File: config.mk
export PLATFORM = sky130hd
export DESIGN_NAME = base64_stream_encoder_wrapped_unit_flat
export DESIGN_NICKNAME = d
export VERILOG_FILES = /design/src/hdl/bb64_pkg.sv /design/src/hdl/bb64_ifs.sv /design/src/hdl/bb64_front.sv /design/src/hdl/bb64_fifo.sv /design/src/hdl/bb64_back.sv /design/src/hdl/base64_stream_encoder_wrapped_unit.sv /design/src/flat_wrapper.sv
export SDC_FILE = /design/constraint.sdc
export NUM_CORES = 1
export LEC_CHECK = 0
export ABC_CLOCK_PERIOD_IN_PS = 5600
export BUFFER_PORTS_ARGS = -buffer_cell sky130_fd_sc_hd__buf_2
export CAP_MARGIN = 15
export CORE_ASPECT_RATIO = 0.7
export CORE_MARGIN = 3
export CORE_UTILIZATION = 23
export DETAILED_ROUTE_END_ITERATION = 10
export PLACE_DENSITY = 0.34
export SLEW_MARGIN = 10
export SYNTH_ARGS = -nofsm -noshare
export SYNTH_HDL_FRONTEND = slang
export SYNTH_SLANG_ARGS = --single-unit
File: constraint.sdc
create_clock -name clk -period 5.6 [get_ports clk]
set_clock_uncertainty 0.05 [all_clocks]
set_input_delay 1.12 -clock clk [delete_from_list [all_inputs] [get_ports clk]]
set_output_delay 1.12 -clock clk [all_outputs]
set_load 0.01 [all_outputs]
File: src/hdl/bb64_pkg.sv
`default_nettype none
package bb64_pkg;

	// Field and register widths, sizes and depths
	localparam int unsigned LINE_LEN_W   = 10;
	localparam int unsigned COL_W        = 10;
	localparam int unsigned CHAR_W       = 7;
	localparam int unsigned BYTE_W       = 8;
	localparam int unsigned CFG_IDX_W    = 1;
	localparam int unsigned CFG_DATA_W   = 10;
	localparam int unsigned MAX_LINE_DEF = 1023;
	localparam int unsigned SLOTS        = 3;
	localparam int unsigned FIFO_DEPTH   = 2;

	// Register reset values
	localparam logic [LINE_LEN_W-1:0] LINE_LEN_RST = 10'd72;
	localparam logic                  WRAP_RST     = 1'b1;

	// Fixed characters
	localparam logic [CHAR_W-1:0] CH_PAD = 7'h3D;
	localparam logic [CHAR_W-1:0] CH_CR  = 7'h0D;
	localparam logic [CHAR_W-1:0] CH_LF  = 7'h0A;
	localparam logic [CHAR_W-1:0] CH_PLUS  = 7'h2B;
	localparam logic [CHAR_W-1:0] CH_SLASH = 7'h2F;

	typedef enum logic [CFG_IDX_W-1:0] {
		REG_LINE_LENGTH = 1'b0,
		REG_WRAP_MODE   = 1'b1
	} reg_idx_t;

	typedef enum logic {
		CMD_DATA = 1'b0,
		CMD_END  = 1'b1
	} cmd_t;

	typedef enum logic [2:0] {
		ST_IDLE,
		ST_CR,
		ST_LF,
		ST_CHAR,
		ST_FCR,
		ST_FLF
	} back_state_t;

	// One input item, already turned into characters and line breaks
	typedef struct packed {
		logic [1:0]                    n;      // characters in this item
		logic [SLOTS-1:0][CHAR_W-1:0]  chars;
		logic [SLOTS-1:0]              wrap;   // CR LF before this character
		logic                          fcrlf;  // closing CR LF
	} entry_t;

	// Map a 6-bit code to the standard alphabet
	function automatic logic [CHAR_W-1:0] b64_char(input logic [5:0] code);
		logic [CHAR_W-1:0] c;
		c = {1'b0, code};
		if (code < 6'd26)
			return c + 7'h41;
		else if (code < 6'd52)
			return c + 7'h47;
		else if (code < 6'd62)
			return c - 7'h04;
		else if (code == 6'd62)
			return CH_PLUS;
		else
			return CH_SLASH;
	endfunction

endpackage
`default_nettype wire

File: src/hdl/bb64_ifs.sv
`default_nettype none
interface bb64_req_if;
	logic                          valid;
	logic                          ready;
	logic                          cmd;
	logic [bb64_pkg::BYTE_W-1:0]   byte_value;

	modport source (output valid, cmd, byte_value, input ready);
	modport sink   (input valid, cmd, byte_value, output ready);
endinterface

interface bb64_rsp_if;
	logic                          valid;
	logic                          ready;
	logic [bb64_pkg::CHAR_W-1:0]   out_char;
	logic                          run_last;

	modport source (output valid, out_char, run_last, input ready);
	modport sink   (input valid, out_char, run_last, output ready);
endinterface

interface bb64_cfg_if;
	logic                            valid;
	logic                            ready;
	logic [bb64_pkg::CFG_IDX_W-1:0]  index;
	logic [bb64_pkg::CFG_DATA_W-1:0] data;

	modport source (output valid, index, data, input ready);
	modport sink   (input valid, index, data, output ready);
endinterface
`default_nettype wire

File: src/hdl/bb64_front.sv
`default_nettype none
module bb64_front #(
	parameter int unsigned MAX_LINE = bb64_pkg::MAX_LINE_DEF
) (
	input  wire logic        clk,
	input  wire logic        arst_n,
	bb64_req_if.sink         req,
	bb64_cfg_if.sink         cfg,
	input  wire logic        q_full,
	output logic             push,
	output bb64_pkg::entry_t push_ent
);

	localparam logic [16:0] MaxW = 17'(MAX_LINE);

	logic [bb64_pkg::LINE_LEN_W-1:0] line_len_q;
	logic                            wrap_q;
	logic [1:0]                      phase_q, phase_d;
	logic [5:0]                      carry_q, carry_d;
	logic [bb64_pkg::COL_W-1:0]      col_q, col_d, col_w;
	logic [bb64_pkg::LINE_LEN_W-1:0] limit;
	logic                            accept;
	bb64_pkg::entry_t                ent;

	assign cfg.ready = 1'b1;
	assign req.ready = !q_full;
	assign accept    = req.valid && req.ready;

	// Saturate line length to the largest supported line
	assign limit = ({7'd0, line_len_q} > MaxW) ? MaxW[bb64_pkg::LINE_LEN_W-1:0] : line_len_q;

	// Take configuration writes
	always_ff @(posedge clk or negedge arst_n) begin
		if (!arst_n) begin
			line_len_q <= bb64_pkg::LINE_LEN_RST;
			wrap_q     <= bb64_pkg::WRAP_RST;
		end else if (cfg.valid) begin
			if (cfg.index == bb64_pkg::REG_LINE_LENGTH)
				line_len_q <= cfg.data;
			else if (cfg.index == bb64_pkg::REG_WRAP_MODE)
				wrap_q <= cfg.data[0];
		end
	end

	// Classify the item into characters
	always_comb begin
		ent     = '0;
		phase_d = phase_q;
		carry_d = carry_q;
		if (req.cmd == bb64_pkg::CMD_DATA) begin
			unique case (phase_q)
				2'd0: begin
					ent.chars[0] = bb64_pkg::b64_char(req.byte_value[7:2]);
					ent.n        = 2'd1;
					carry_d      = {req.byte_value[1:0], 4'b0000};
					phase_d      = 2'd1;
				end
				2'd1: begin
					ent.chars[0] = bb64_pkg::b64_char(carry_q | {2'b00, req.byte_value[7:4]});
					ent.n        = 2'd1;
					carry_d      = {req.byte_value[3:0], 2'b00};
					phase_d      = 2'd2;
				end
				default: begin
					ent.chars[0] = bb64_pkg::b64_char(carry_q | {4'b0000, req.byte_value[7:6]});
					ent.chars[1] = bb64_pkg::b64_char(req.byte_value[5:0]);
					ent.n        = 2'd2;
					carry_d      = '0;
					phase_d      = 2'd0;
				end
			endcase
		end else begin
			ent.chars[0] = bb64_pkg::b64_char(carry_q);
			ent.chars[1] = bb64_pkg::CH_PAD;
			ent.chars[2] = bb64_pkg::CH_PAD;
			if (phase_q == 2'd1)
				ent.n = 2'd3;
			else if (phase_q == 2'd2)
				ent.n = 2'd2;
			ent.fcrlf = wrap_q;
			carry_d   = '0;
			phase_d   = 2'd0;
		end

		// Walk the column over the characters of this item
		col_w = col_q;
		for (int k = 0; k < bb64_pkg::SLOTS; k++) begin
			if (k < int'(ent.n) && wrap_q) begin
				ent.wrap[k] = (col_w >= limit);
				col_w       = ent.wrap[k] ? 10'd1 : col_w + 10'd1;
			end
		end
		col_d = (req.cmd == bb64_pkg::CMD_END) ? '0 : col_w;
	end

	assign push     = accept && (ent.n != 2'd0 || ent.fcrlf);
	assign push_ent = ent;

	// Advance encoder state on accept
	always_ff @(posedge clk or negedge arst_n) begin
		if (!arst_n) begin
			phase_q <= '0;
			carry_q <= '0;
			col_q   <= '0;
		end else if (accept) begin
			phase_q <= phase_d;
			carry_q <= carry_d;
			col_q   <= col_d;
		end
	end

endmodule
`default_nettype wire

File: src/hdl/bb64_fifo.sv
`default_nettype none
module bb64_fifo (
	input  wire logic              clk,
	input  wire logic              arst_n,
	input  wire logic              push,
	input  wire bb64_pkg::entry_t  push_ent,
	input  wire logic              pop,
	output bb64_pkg::entry_t       head,
	output logic                   not_empty,
	output logic                   full
);

	localparam int unsigned Depth = bb64_pkg::FIFO_DEPTH;
	localparam int unsigned PtrW  = (Depth > 1) ? $clog2(Depth) : 1;
	localparam int unsigned CntW  = $clog2(Depth + 1);

	bb64_pkg::entry_t  mem_q [Depth];
	logic [PtrW-1:0]   wr_q, rd_q;
	logic [CntW-1:0]   cnt_q;

	assign head      = mem_q[rd_q];
	assign not_empty = (cnt_q != '0);
	assign full      = (cnt_q == CntW'(Depth));

	// Store the item
	always_ff @(posedge clk) begin
		if (push)
			mem_q[wr_q] <= push_ent;
	end

	// Advance pointers and fill count
	always_ff @(posedge clk or negedge arst_n) begin
		if (!arst_n) begin
			wr_q  <= '0;
			rd_q  <= '0;
			cnt_q <= '0;
		end else begin
			if (push)
				wr_q <= (wr_q == PtrW'(Depth - 1)) ? '0 : wr_q + 1'b1;
			if (pop)
				rd_q <= (rd_q == PtrW'(Depth - 1)) ? '0 : rd_q + 1'b1;
			if (push && !pop)
				cnt_q <= cnt_q + 1'b1;
			else if (pop && !push)
				cnt_q <= cnt_q - 1'b1;
		end
	end

	a_no_overflow: assert property (@(posedge clk) disable iff (!arst_n)
		push |-> (!full || pop))
		else $error("queue written while full");

	a_no_underflow: assert property (@(posedge clk) disable iff (!arst_n)
		pop |-> not_empty)
		else $error("queue read while empty");

endmodule
`default_nettype wire

File: src/hdl/bb64_back.sv
`default_nettype none
module bb64_back (
	input  wire logic              clk,
	input  wire logic              arst_n,
	input  wire bb64_pkg::entry_t  head,
	input  wire logic              q_valid,
	output logic                   pop,
	bb64_rsp_if.source             rsp
);

	bb64_pkg::back_state_t       st_q, st_d;
	bb64_pkg::entry_t            ent_q, ent_d;
	logic [1:0]                  idx_q, idx_d;
	logic                        slot_free, emit, sym_last, load;
	logic [bb64_pkg::CHAR_W-1:0] sym;
	logic                        out_valid_q, out_last_q;
	logic [bb64_pkg::CHAR_W-1:0] out_char_q;

	assign slot_free = !out_valid_q || rsp.ready;
	assign emit      = (st_q != bb64_pkg::ST_IDLE) && slot_free;

	// Next state and symbol
	always_comb begin
		st_d     = st_q;
		idx_d    = idx_q;
		ent_d    = ent_q;
		sym      = ent_q.chars[idx_q];
		sym_last = 1'b0;
		unique case (st_q)
			bb64_pkg::ST_IDLE: ;
			bb64_pkg::ST_CR: begin
				sym  = bb64_pkg::CH_CR;
				st_d = bb64_pkg::ST_LF;
			end
			bb64_pkg::ST_LF: begin
				sym  = bb64_pkg::CH_LF;
				st_d = bb64_pkg::ST_CHAR;
			end
			bb64_pkg::ST_CHAR: begin
				if (idx_q == ent_q.n - 2'd1) begin
					if (ent_q.fcrlf) begin
						st_d = bb64_pkg::ST_FCR;
					end else begin
						sym_last = 1'b1;
						st_d     = bb64_pkg::ST_IDLE;
					end
				end else begin
					idx_d = idx_q + 2'd1;
					st_d  = ent_q.wrap[idx_q + 2'd1] ? bb64_pkg::ST_CR : bb64_pkg::ST_CHAR;
				end
			end
			bb64_pkg::ST_FCR: begin
				sym  = bb64_pkg::CH_CR;
				st_d = bb64_pkg::ST_FLF;
			end
			bb64_pkg::ST_FLF: begin
				sym      = bb64_pkg::CH_LF;
				sym_last = 1'b1;
				st_d     = bb64_pkg::ST_IDLE;
			end
			default: st_d = bb64_pkg::ST_IDLE;
		endcase
		if (!emit) begin
			st_d  = st_q;
			idx_d = idx_q;
		end

		// Pick up the next item when idle or as the current one finishes
		load = q_valid && ((st_q == bb64_pkg::ST_IDLE) || (emit && sym_last));
		if (load) begin
			ent_d = head;
			idx_d = '0;
			if (head.n != 2'd0)
				st_d = head.wrap[0] ? bb64_pkg::ST_CR : bb64_pkg::ST_CHAR;
			else
				st_d = bb64_pkg::ST_FCR;
		end
	end

	assign pop = load;

	// Hold state
	always_ff @(posedge clk or negedge arst_n) begin
		if (!arst_n) begin
			st_q  <= bb64_pkg::ST_IDLE;
			idx_q <= '0;
		end else begin
			st_q  <= st_d;
			idx_q <= idx_d;
		end
	end

	always_ff @(posedge clk) begin
		ent_q <= ent_d;
	end

	// Output register
	always_ff @(posedge clk or negedge arst_n) begin
		if (!arst_n)
			out_valid_q <= 1'b0;
		else if (emit)
			out_valid_q <= 1'b1;
		else if (rsp.ready)
			out_valid_q <= 1'b0;
	end

	always_ff @(posedge clk) begin
		if (emit) begin
			out_char_q <= sym;
			out_last_q <= sym_last;
		end
	end

	assign rsp.valid    = out_valid_q;
	assign rsp.out_char = out_char_q;
	assign rsp.run_last = out_last_q;

	a_cr_then_lf: assert property (@(posedge clk) disable iff (!arst_n)
		(st_q == bb64_pkg::ST_CR && emit) |=> (st_q == bb64_pkg::ST_LF))
		else $error("CR not followed by LF");

	a_final_lf_last: assert property (@(posedge clk) disable iff (!arst_n)
		(st_q == bb64_pkg::ST_FLF && emit) |=>
		(rsp.valid && rsp.run_last && rsp.out_char == bb64_pkg::CH_LF))
		else $error("closing LF not marked last");

	a_entry_nonempty: assert property (@(posedge clk) disable iff (!arst_n)
		pop |-> (head.n != 2'd0 || head.fcrlf))
		else $error("queued item has no results");

endmodule
`default_nettype wire

File: src/hdl/base64_stream_encoder_wrapped_unit.sv
// Path: an item's results pass through the queue, the back-end item register and the
// output register. Throughput: one result per cycle at the output register while
// the receiver is ready; an item has 1 to 11 results, and the front accepts one item
// per cycle while the two-entry queue has room.
// Reset: arst_n clears phase, carry, column, queue and output valid; line_length
// returns to 72 and wrap_mode to 1.
`default_nettype none
module base64_stream_encoder_wrapped_unit #(
	parameter int unsigned MAX_LINE = bb64_pkg::MAX_LINE_DEF
) (
	input  wire logic   clk,
	input  wire logic   arst_n,
	bb64_req_if.sink    req,
	bb64_rsp_if.source  rsp,
	bb64_cfg_if.sink    cfg
);

	logic             push, pop, q_valid, q_full;
	bb64_pkg::entry_t push_ent, head;

	// Accept and classify items
	bb64_front #(
		.MAX_LINE (MAX_LINE)
	) u_front (
		.clk      (clk),
		.arst_n   (arst_n),
		.req      (req),
		.cfg      (cfg),
		.q_full   (q_full),
		.push     (push),
		.push_ent (push_ent)
	);

	// Decouple front and back
	bb64_fifo u_fifo (
		.clk       (clk),
		.arst_n    (arst_n),
		.push      (push),
		.push_ent  (push_ent),
		.pop       (pop),
		.head      (head),
		.not_empty (q_valid),
		.full      (q_full)
	);

	// Emit characters one per cycle while the receiver is ready
	bb64_back u_back (
		.clk     (clk),
		.arst_n  (arst_n),
		.head    (head),
		.q_valid (q_valid),
		.pop     (pop),
		.rsp     (rsp)
	);

endmodule
`default_nettype wire

File: src/flat_wrapper.sv
// flat-port wrapper written by rule: the top's interface ports become plain ports
module base64_stream_encoder_wrapped_unit_flat 
#(
	parameter int unsigned MAX_LINE = bb64_pkg::MAX_LINE_DEF
)
  (clk, arst_n, req_valid, req_cmd, req_byte_value, req_ready, rsp_valid, rsp_out_char, rsp_run_last, rsp_ready, cfg_valid, cfg_index, cfg_data, cfg_ready);
  bb64_req_if req_i ();
  bb64_rsp_if rsp_i ();
  bb64_cfg_if cfg_i ();
  input  wire logic clk;
  input  wire logic arst_n;
  input wire logic [$bits(req_i.valid)-1:0] req_valid;
  input wire logic [$bits(req_i.cmd)-1:0] req_cmd;
  input wire logic [$bits(req_i.byte_value)-1:0] req_byte_value;
  output wire logic [$bits(req_i.ready)-1:0] req_ready;
  output wire logic [$bits(rsp_i.valid)-1:0] rsp_valid;
  output wire logic [$bits(rsp_i.out_char)-1:0] rsp_out_char;
  output wire logic [$bits(rsp_i.run_last)-1:0] rsp_run_last;
  input wire logic [$bits(rsp_i.ready)-1:0] rsp_ready;
  input wire logic [$bits(cfg_i.valid)-1:0] cfg_valid;
  input wire logic [$bits(cfg_i.index)-1:0] cfg_index;
  input wire logic [$bits(cfg_i.data)-1:0] cfg_data;
  output wire logic [$bits(cfg_i.ready)-1:0] cfg_ready;
  assign req_i.valid = req_valid;
  assign req_i.cmd = req_cmd;
  assign req_i.byte_value = req_byte_value;
  assign req_ready = req_i.ready;
  assign rsp_valid = rsp_i.valid;
  assign rsp_out_char = rsp_i.out_char;
  assign rsp_run_last = rsp_i.run_last;
  assign rsp_i.ready = rsp_ready;
  assign cfg_i.valid = cfg_valid;
  assign cfg_i.index = cfg_index;
  assign cfg_i.data = cfg_data;
  assign cfg_ready = cfg_i.ready;
  base64_stream_encoder_wrapped_unit #(.MAX_LINE(MAX_LINE)) u_core (.clk(clk), .arst_n(arst_n), .req(req_i), .rsp(rsp_i), .cfg(cfg_i));
endmodule
==> reports/metrics.yaml <==
min_path:
  min_from: "u_core.u_fifo.cnt_q[1]$_DFFE_PN0P_"
  min_path_type: "reg2reg"
setup_path:
  crit_family: "compound AO/OA/AOI/OAI gates"
  cpMostUsedCell: "a21o_1"
  crit_chain: "inv_1 > ha_1 > nand4_2 > o31ai_4 > buf_4 > o31ai_1 > a32o_1 > ha_1 > o21ai_0 > o21ai_0 > a211oi_1 > and2_1 > or2_2 > ha_1 > a21o_1 > a21o_1 > a21o_1 > a21o_1 > a21o_1 > a21o_1 > a21oi_1 > o21ai_0"
  cp_max_fo: 6
  setup.worst_path.start_class: "flip-flop"
  cp.required_ns: 5.66
  critPathBufInv: 2
  crit_path_end_kind: "flip-flop"
  crit_type: "reg2reg"
  cp.arrival_ns: 5.32
  r2r_start: "u_core.u_front.limit[6]$_DFFE_PN1P_"
  critPathLaunch: "u_core.u_front.limit[6]$_DFFE_PN1P_"
  slowest_delay_ns: 0.52
  worst_path_max_delay_cell: "dfstp_2"
logic_synthesis:
  ys.flop_type: "edfxtp_1"
  async_reset_ff_frac: 0.3426
  syn-num-nets: 897
  yosys_register_bits: 108
  yosysUniqueCellTypes: 78
  synth_top_family_by_area: "compound AO/OA/AOI/OAI gates"
  yosys.area_share.simple: 0.1647
  synthAdderAreaFrac: 0.09312
  synth_xor_xnor_area_share: 0.02957
  syn-cell-area_mm2: 0.007659
  postSynthAreaPerCell_um2: 9.397
  synth_mux_area_frac: 0.04819
  synth_compound_area_frac: 0.2184
  synth_edf_count: 71
  synth_warnings: 0
  syn_inst: 815
  synth_seq_area_share: 0.3998
clocking:
  cts_buffers: 9
  clk_latency_ns: 0.37
  clkTransAtPathRegs_ns: 0.08
  clk_path_buf_depth: 2
  cts_tree: "done"
  cts-hold-fix-buffers: 0
  cts_num_sinks: 108
  clock-root-buffer: "clkbuf_16"
  htree_levels: 3
route:
  wl_met1_um: 13420
  routed_via_density: 4.849
  drc: 0
  wl_met3_um: 1059
  wl_met2_um: 8907
  post_drt_wl_per_cell_um: 18.29
  wl_um: 23560
  top_layer: "met4"
  first_pass_iters: 5
  antenna_left: 0
  drt_iter0_drc: 482
  num_vias: 6246
grt:
  antenna_found_initial: 0
  grt_overflow: 0
  grt_pass1_wl_um: 37000
  grt_usage: 0.1357
  grt_max_degree: 38
  grt_pass1_vias: 5936
placed_design:
  io_buffers: 34
  dp_hpwl_um: 17720
  place_congestion: 0.8813
timing:
  slew_viol_final: 0
  fin_setup_tns_ns: 0
  fin_crit_ns: 5.259
  post-route-period-util: 0.9392
  finalSetupViolCount: 0
  hold_viol: 0
  tightestPinTransition_ns: 1.051
  fmax_ghz: 0.1901
  rsz0062_at_grt: "false"
  slew-limit-headroom: 0.2992
  holdWs_ns: 0.4506
floorplanning:
  core_area_mm2: 0.03255
  start_util: 0.2353
  dieArea_mm2: 0.03556
  io_pins: 36
  die_x_um: 224.1
  core.rowCount: 55
  die_y_um: 158.7
final_layout:
  seq_area_mm2: 0.003062
  fillers: 3485
  final_layout_size_suffix_gt1_frac: 0.1707
  multi_input_area_mm2: 0.004255
  syn_to_final_growth_pct: 14.72
  n_antenna_cell: 0
  final_core_util: 0.2699
  nNetsFinal: 939
power_and_ir_drop:
  p_leak_nw: 3.545
  worst_ir_drop_vdd_mv: 0.1317
  powerDensity_mw_per_mm2: 413.6
run_status:
  status: "finished clean"
flow_run:
  drv_cap: 0
[registers in the layout, summed over array words and instances (netlist names), 2 cells and up]
register	flops
u_core.u_front.phase_q	2
u_core.u_fifo.cnt_q	2
u_core.u_back.rsp.out_char	7
u_core.u_back.idx_q	2
u_core.u_front.limit	10
u_core.u_front.col_q	10
u_core.u_back.ent_q	21
u_core.u_back.st_q	3
u_core.u_front.carry_q	4
u_core.u_fifo.mem_q	42
[power by group]
part | leakage (nW) | switching [W] | internal [W] | total, W
combinational | 2.28 | 0.000999 | 0.000642 | 0.00164
sequential | 1.13 | 0.000157 | 0.00121 | 0.00137
clock | 0.136 | 0.000320 | 0.000305 | 0.000625
[timing repair]
item	CTS	global route
endpoints found under the setup margin	0	2
setup buffers	0	2
gates resized for setup	0	1
[per-layer routing]
layer / up-vias / GRT usage
met5: - / 0
met4: 0 / 0.02404
met3: 10 / 0.02470
met2: 152 / 0.1781
met1: 2997 / 0.2246
li1: 3087 / -
[path summary, 6_finish.rpt]
| path | to | slack, ns | cells after the start |
|---|---|---|---|
| worst max register to register | u_core.u_fifo.mem_q[0][3]$_DFFE_PP_ | 0.34 | 22 |
| max in group asynchronous | u_core.u_front.wrap_q$_DFFE_PN1P_ | 4.23 | 2 |
| worst max-delay path | u_core.u_fifo.mem_q[0][3]$_DFFE_PP_ | 0.34 | 22 |
| worst min register to register | u_core.u_fifo.cnt_q[1]$_DFFE_PN0P_ | 0.45 | 1 |
| worst min-delay path | u_core.u_fifo.cnt_q[1]$_DFFE_PN0P_ | 0.45 | 1 |
| min in group asynchronous | u_core.u_back.st_q[1]$_DFFE_PN0P_ | 0.67 | 1 |
[kinds of logic after synthesis]
family                     Yosys count
AOI/OAI and AO/OA                  249
xor gates and xnor gates            25
adders and majority gates           57
buffers and inverters               87
DFF                                108
muxes                               34
other                                1
and+or+nand+nor                    254
[synth_stat cells (all sizes together) (4+ instances only)]
| library cell | n | share of area |
|---|---|---|
| and2 | 11 | 0.0090 |
| nand3 | 22 | 0.015 |
| or3 | 6 | 0.0049 |
| mux2i | 11 | 0.014 |
| dfrtp | 34 | 0.11 |
| a211oi | 18 | 0.020 |
| and3 | 9 | 0.0074 |
| inv | 39 | 0.019 |
| ha | 57 | 0.093 |
| nand2 | 82 | 0.040 |
| o21ai | 70 | 0.046 |
| mux2 | 23 | 0.034 |
| o211ai | 8 | 0.0078 |
| a21oi | 56 | 0.037 |
| o21a | 10 | 0.0098 |
| nor2b | 11 | 0.0090 |
| nand4 | 14 | 0.012 |
| nor2 | 49 | 0.024 |
| buf | 11 | 0.0085 |
| xnor2 | 16 | 0.018 |
| o311ai | 5 | 0.0057 |
| or2 | 11 | 0.0090 |
| clkbuf | 36 | 0.018 |
| edfxtp | 71 | 0.28 |
| a21o | 18 | 0.018 |
| a31o | 4 | 0.0046 |
| nor3 | 13 | 0.0091 |
| a22o | 10 | 0.011 |
| xor2 | 9 | 0.011 |
| nand2b | 12 | 0.0098 |
| a22oi | 4 | 0.0039 |
| o31ai | 9 | 0.012 |
| nor4 | 4 | 0.0033 |
[cells in the final DEF, fill, tap and decap left out, types with 4 or more instances in the layout]
cell and count:
edfxtp_1 71, nand2b_1 12, nor2_1 47, inv_1 39, a22o_1 10, o31ai_1 7
buf_2 34, ha_1 57, nor4_1 4, a21o_1 18, buf_4 43, xor2_1 8
o21a_1 10, or2_2 9, and3_1 9, nand3_1 21, or3_1 6, mux2i_1 11
a211oi_1 15, clkbuf_16 9, o311ai_0 5, o21ai_0 67, xnor2_1 16, nand4_1 13
nand2_1 82, a22oi_1 4, nor3_1 12, o211ai_1 8, mux2_2 23, a21oi_1 55
dfrtp_1 34, nor2b_1 11, and2_1 10
[through the flow]
step | cell area (um^2) | total power (W) | instances | worst slack, ns
after detailed placement | 8473 | 0.003024 | 1270 | 0.05148
after global routing | 8786 | 0.003929 | 1288 | 0.007537
final | 8786 | 0.003634 | 1288 | 0.3407
after global placement | 8473 | 0.003068 | 1270 | 0.05696
after CTS | 8745 | 0.003672 | 1285 | 0.2402
after floorplan | 7659 | 0.002473 | 815 | 0.4637
[cell type report]
| cell class | count | area share |
|---|---|---|
| well taps | 427 | 0.06081 |
| clock inverters | 6 | 0.005269 |
| multi-input cells | 620 | 0.4843 |
| inverters | 40 | 0.01709 |
| clock buffers | 9 | 0.02563 |
| flip-flops and latches | 108 | 0.3485 |
| repair buffers | 78 | 0.05839 |
Note: power is estimated with default switching activity, not from simulation.
